--- src/rtl/core/ppr_pkg.sv ---
// ppr_pkg: shared types, codes and helpers for the palette pixel run block
// no dependencies
package ppr_pkg;

  localparam int PALETTE_DEPTH = 256;
  localparam int COORD_BITS    = 9;

  localparam int PAL_AW   = $clog2(PALETTE_DEPTH);
  localparam int COLOR_W  = 24;
  localparam int IDX_W    = 8;
  localparam int CNT_W    = 9;
  localparam int WORD_W   = 16;
  localparam int BYTE_W   = 8;
  localparam int SEQ_W    = 4;

  // opcodes
  localparam logic [1:0] OP_LOAD  = 2'd0;
  localparam logic [1:0] OP_START = 2'd1;
  localparam logic [1:0] OP_DATA  = 2'd2;

  // pixel depth codes
  localparam logic [1:0] MODE_1BPP = 2'd0;
  localparam logic [1:0] MODE_4BPP = 2'd1;
  localparam logic [1:0] MODE_8BPP = 2'd2;
  localparam logic [1:0] MODE_BAD  = 2'd3;

  // controller commands
  localparam logic [BYTE_W-1:0] CMD_COLUMN = 8'h2A;
  localparam logic [BYTE_W-1:0] CMD_PAGE   = 8'h2B;
  localparam logic [BYTE_W-1:0] CMD_WRITE  = 8'h2C;

  // position of each write in the window sequence
  localparam logic [SEQ_W-1:0] WIN_COL_CMD = 4'd0;
  localparam logic [SEQ_W-1:0] WIN_X1_HI   = 4'd1;
  localparam logic [SEQ_W-1:0] WIN_X1_LO   = 4'd2;
  localparam logic [SEQ_W-1:0] WIN_X2_HI   = 4'd3;
  localparam logic [SEQ_W-1:0] WIN_X2_LO   = 4'd4;
  localparam logic [SEQ_W-1:0] WIN_ROW_CMD = 4'd5;
  localparam logic [SEQ_W-1:0] WIN_Y1_HI   = 4'd6;
  localparam logic [SEQ_W-1:0] WIN_Y1_LO   = 4'd7;
  localparam logic [SEQ_W-1:0] WIN_Y2_HI   = 4'd8;
  localparam logic [SEQ_W-1:0] WIN_Y2_LO   = 4'd9;
  localparam logic [SEQ_W-1:0] WIN_WR_CMD  = 4'd10;

  // coordinate mask, all ones once COORD_BITS covers the field
  localparam logic [CNT_W-1:0] COORD_MASK =
    CNT_W'((17'(1) << COORD_BITS) - 17'(1));

  typedef enum logic [1:0] {
    SEL_WIN,
    SEL_HI,
    SEL_LO
  } out_sel_t;

  typedef struct packed {
    logic             pal_write;
    logic             win_load;
    logic             run_load;
    logic             pix_read;
    logic             out_load;
    out_sel_t         out_sel;
    logic [SEQ_W-1:0] win_idx;
  } ppr_cmd_t;

  typedef struct packed {
    logic slot_free;
    logic run_active;
    logic more;
  } ppr_sts_t;

  function automatic logic [WORD_W-1:0] to_rgb565(input logic [COLOR_W-1:0] c);
    return {c[23:19], c[15:10], c[7:3]};
  endfunction

endpackage

--- src/rtl/core/ppr_ctrl.sv ---
// ppr_ctrl: sequencing state machine for window writes and pixel expansion
// depends on ppr_pkg
module ppr_ctrl
  import ppr_pkg::*;
(
  input  logic       clk,
  input  logic       rst_n,
  input  logic       in_valid,
  input  logic [1:0] in_opcode,
  output logic       in_ready,
  input  ppr_sts_t   sts,
  output ppr_cmd_t   cmd
);

  typedef enum logic [2:0] {
    S_IDLE,
    S_WIN,
    S_PRD,
    S_PHI,
    S_PLO
  } state_t;

  state_t           state_r, state_nxt;
  logic [SEQ_W-1:0] seq_r, seq_nxt;

  always_comb begin
    state_nxt     = state_r;
    seq_nxt       = seq_r;
    cmd           = '0;
    cmd.out_sel   = SEL_WIN;
    cmd.win_idx   = seq_r;
    in_ready      = 1'b0;
    unique case (state_r)
      S_IDLE: begin
        in_ready = 1'b1;
        if (in_valid) begin
          unique case (in_opcode)
            OP_LOAD: cmd.pal_write = 1'b1;
            OP_START: begin
              cmd.win_load = 1'b1;
              seq_nxt      = WIN_COL_CMD;
              state_nxt    = S_WIN;
            end
            OP_DATA: begin
              // idle run or bad depth: byte is dropped
              if (sts.run_active) begin
                cmd.run_load = 1'b1;
                state_nxt    = S_PRD;
              end
            end
            default: ;
          endcase
        end
      end
      S_WIN: begin
        if (sts.slot_free) begin
          cmd.out_load = 1'b1;
          if (seq_r == WIN_WR_CMD) begin
            state_nxt = S_IDLE;
          end else begin
            seq_nxt = seq_r + 1'b1;
          end
        end
      end
      S_PRD: begin
        cmd.pix_read = 1'b1;
        state_nxt    = S_PHI;
      end
      S_PHI: begin
        if (sts.slot_free) begin
          cmd.out_load = 1'b1;
          cmd.out_sel  = SEL_HI;
          state_nxt    = S_PLO;
        end
      end
      S_PLO: begin
        if (sts.slot_free) begin
          cmd.out_load = 1'b1;
          cmd.out_sel  = SEL_LO;
          // next lookup overlaps the low byte
          if (sts.more) begin
            cmd.pix_read = 1'b1;
            state_nxt    = S_PHI;
          end else begin
            state_nxt = S_IDLE;
          end
        end
      end
      default: state_nxt = S_IDLE;
    endcase
  end

  always_ff @(posedge clk) begin
    if (!rst_n) begin
      state_r <= S_IDLE;
      seq_r   <= '0;
    end else begin
      state_r <= state_nxt;
      seq_r   <= seq_nxt;
    end
  end

endmodule

--- config.mk ---
export PLATFORM = sky130hd
export DESIGN_NAME = ppr_ctrl
export DESIGN_NICKNAME = d
export VERILOG_FILES = /design/src/rtl/core/ppr_pkg.sv /design/src/rtl/core/ppr_ctrl.sv
export SDC_FILE = /design/constraint.sdc
export NUM_CORES = 1
export LEC_CHECK = 0
export ABC_AREA = 0
export ABC_CLOCK_PERIOD_IN_PS = 4400
export BUFFER_PORTS_ARGS = -buffer_cell sky130_fd_sc_hd__buf_2
export CAP_MARGIN = 20
export CORE_AREA = 2 2 39 41
export DETAILED_ROUTE_END_ITERATION = 8
export DIE_AREA = 0 0 41 43
export GPL_TIMING_DRIVEN = 0
export PLACE_DENSITY = 0.82
export SLEW_MARGIN = 25
export SYNTH_ARGS = -nofsm -noshare
export SYNTH_HDL_FRONTEND = slang
export SYNTH_SLANG_ARGS = --single-unit
--- constraint.sdc ---
create_clock -name clk -period 4.4 [get_ports clk]
set_clock_uncertainty 0.2 [all_clocks]
set_input_delay 0.44 -clock clk [delete_from_list [all_inputs] [get_ports clk]]
set_output_delay 0.44 -clock clk [all_outputs]
set_load 0.02 [all_outputs]
==> flow_metrics.env <==
export IMPL_run_status="completed"
export IMPL_cp_data_arrival_time_ns=1.54
export IMPL_yosys_area_top_type="sky130_fd_sc_hd__dfxtp_1"
export IMPL_clock_tree_htree_level_count=1
export IMPL_critical_path_peak_fanout=10
export IMPL_area_delta_synth_final_pct=23.8
export IMPL_hold_buffers=0
export IMPL_ff2ff_path_depth=6
export IMPL_final_wirelength_mm=1.44
export IMPL_detailed_place_hpwl_mm=1.09
export IMPL_grt_max_degree=11
export IMPL_gpl_final_weighted_congestion=0.787
export IMPL_synth_yosys_warnings=0
export IMPL_seq_area_frac_synth_pct=23.4
export IMPL_drv_cap=0
export IMPL_fin_setup_tns_ns=0
export IMPL_power_per_cell_area_nw_per_um2=273
export IMPL_clk_transition_reported_paths_ns=0.06
export IMPL_post_route_util_pct=53.5
export IMPL_cts_tree="yes"
export IMPL_primary_ff_master_synth="sky130_fd_sc_hd__dfxtp_1"
export IMPL_power_clock_fraction_pct=29.1
export IMPL_hp_class="input port to flip-flop"
export IMPL_syn_num_nets=89
export IMPL_power_share_sequential_pct=34.8
export IMPL_final_layout_size_suffix_gt1_share_pct=31.6
export IMPL_vias=654
export IMPL_finalCriticalPeriod_ns=2.18
export IMPL_syn_mean_instance_area_um2=7.97
export IMPL_hold_path_startpoint="rst_n"
export IMPL_relSlewSlack_pct=70.4
export IMPL_drc_errors=0
export IMPL_r2r_end="state_r[1]"
export IMPL_totalPowerFinal_mw=0.203
export IMPL_switching_power_mw=0.0720
export IMPL_number_of_hold_slack_violations_in_the_final_timing_report=0
export IMPL_effective_utilization_at_floorplan_pct=43.2
export IMPL_core_rowCount=14
export IMPL_yosys_cell_types_count=32
export IMPL_clock_path_buffers=2
export IMPL_min_period_over_period_pct=49.4
export IMPL_path_cells="buf_2 -> nor3_1 -> and4_1 -> buf_2"
export IMPL_setup_viol_count_final=0
export IMPL_clk_insertion_delay_late_ns=0.25
export IMPL_ir_worst_vdd_mv=0.150
export IMPL_grt_first_pass_wirelength_mm=2.30
export IMPL_reg2reg_from="seq_r[0]"
export IMPL_post_synth_main_area_contributors="sky130_fd_sc_hd__dfxtp_1 (23%), sky130_fd_sc_hd__ha_1 (13%), sky130_fd_sc_hd__a21oi_1 (5.9%), sky130_fd_sc_hd__nor3_1 (4.2%), sky130_fd_sc_hd__nor2_1 (3.8%)"
export IMPL_crit_required_ns=3.76
export IMPL_worstMarginPinSlew_ns=0.440
export IMPL_detailedRoute_firstIterationViolations=20
export IMPL_cts_buffers_inserted=3
export IMPL_dr_pass1_iters=4
export IMPL_p_leak_nw=0.368
export IMPL_yosys_register_bits=7
export IMPL_num_fill_cells=149
export IMPL_comb_power_share_pct=36.0
export IMPL_number_of_antenna_violations_at_the_first_check_in_global_routing=0
export IMPL_path_common_cell="sky130_fd_sc_hd__buf_2"
export IMPL_num_io_pins=20
export IMPL_drt_wl_cell_um=12.6
export IMPL_antenna_violating_nets_post_route=0
export IMPL_timing_worst_setup_path_type="flip-flop to output pin"
export IMPL_groute_usage_overall_pct=18.4
export IMPL_layout_commonest_cell="sky130_fd_sc_hd__buf_2"
export IMPL_critical_path_n_buffers_inverters=2
export IMPL_post_cts_setup_buffers=0
export IMPL_grt_pass1_vias=522
export IMPL_power_internal_mw=0.131
export IMPL_core_area_um2=1380
export IMPL_drt_vias_per_instance=5.74
export IMPL_cp_slowest_stage_delay_ns=0.36
export IMPL_synthDominantCellAreaShare_pct=23.4
export IMPL_cp_depth=4
export IMPL_critical_path_top_delay_family="simple AND/OR/NAND/NOR gates"
export IMPL_switching_share_pct=35.5
export IMPL_numClockSinks=7
export IMPL_diodes_inserted=0
export IMPL_cts_resized=0
export IMPL_mostFrequentLayoutCells="sky130_fd_sc_hd__buf_2 (22), sky130_fd_sc_hd__a21oi_1 (7), sky130_fd_sc_hd__dfxtp_1 (7)"
export IMPL_buffer_ports_inserted=19
export IMPL_end_kind="output pin"
export IMPL_nNetsFinal=113
export IMPL_synthesis_area_um2=598
export IMPL_postSynthCellCount=75
export IMPL_count_of_flip_flops_with_a_built_in_enable_after_synthesis=0
export IMPL_die_x_um=41
export IMPL_cts_root_buffer_cell="sky130_fd_sc_hd__clkbuf_4"
export IMPL_die_area_um2=1760
export IMPL_worstSetupStartpointType="flip-flop"
export IMPL_regToRegSetupSlack_ns=2.52
export IMPL_crit_path_start="state_r[2]"
export IMPL_synth_async_reset_ratio_pct=0
export IMPL_critPathSlowestCell="sky130_fd_sc_hd__nor3_1"
export IMPL_grt_ovfl_total=0
export IMPL_final_max_slew_viol_count=0
export IMPL_timing_fmax_mhz=460
export IMPL_unrepaired_setup_endpoints_after_global_routing="no"
export IMPL_critical_path_endpoint="cmd[8]"
export IMPL_floorplan_die_height_um=43
## power groups by stage
stage                     sequential, mW  combinational (mW)  clock (mW)
after global placement            0.0716              0.0702           0
after detailed placement          0.0718              0.0718           0
after global routing              0.0713              0.0801      0.0631
final                             0.0706              0.0730      0.0590
after floorplan                   0.0722              0.0518           0
after CTS                         0.0706              0.0723      0.0599
## layout make-up
class,count,area (um^2),area share [%]
Clock buffer,3,22.5,3.04
Buffer,4,22.5,3.04
Multi-Input combinational cell,59,417,56.3
Timing Repair Buffer,19,95.1,12.8
Sequential cell,7,140,18.9
Inverter,5,18.8,2.53
Tap cell,16,20.0,2.70
Clock inverter,1,5.00,0.676
## metal layers
metal,global-route usage (%),vias to the layer above,part of all wire (%)
li1,-,321,-
met1,26.2,306,48
met2,28.1,25,46
met3,3.14,2,5.4
met4,4.00,0,0.56
met5,0,-,0
## cell families after synthesis
logic type	Yosys count	share of synthesized area (%)
AO/OA/AOI/OAI	21	24.7
AND/OR/NAND/NOR	32	32.4
adder cells (fa/ha/maj)	6	12.6
buffers and inverters	9	6.90
flip-flops	7	23.4
## metrics by stage
step	worst slack, ns	area [um^2]	hold slack (ns)	std cells
final	2.22	741	0.272	114
after global routing	2.08	741	0.266	114
after CTS	2.23	741	0.269	114
after detailed placement	2.23	713	0.315	110
after global placement	2.25	713	0.299	110
after floorplan	2.28	598	0.377	75
## worst min path at each step
stage	to	cells past startpoint
2_1_floorplan	seq_r[2]	2
3_3_place_gp	seq_r[2]	2
3_5_place_dp	seq_r[2]	2
4_1_cts	state_r[0]	2
5_1_grt	state_r[0]	2
6_report	state_r[0]	2
## flip-flops by register name, indices dropped and copies added (netlist names)
name	cells
seq_r	4
state_r	3
## Yosys cell counts (2+ instances only)
cell / number
sky130_fd_sc_hd__a21oi_1: 7
sky130_fd_sc_hd__dfxtp_1: 7
sky130_fd_sc_hd__ha_1: 6
sky130_fd_sc_hd__nor2_1: 6
sky130_fd_sc_hd__inv_1: 5
sky130_fd_sc_hd__nor3_1: 5
sky130_fd_sc_hd__and3_1: 3
sky130_fd_sc_hd__buf_2: 3
sky130_fd_sc_hd__nand2_1: 3
sky130_fd_sc_hd__nand2b_1: 3
sky130_fd_sc_hd__o21ai_0: 3
sky130_fd_sc_hd__and4_1: 2
sky130_fd_sc_hd__nand3b_1: 2
sky130_fd_sc_hd__or3b_1: 2
No activity file was read; power rests on OpenSTA's default activity.
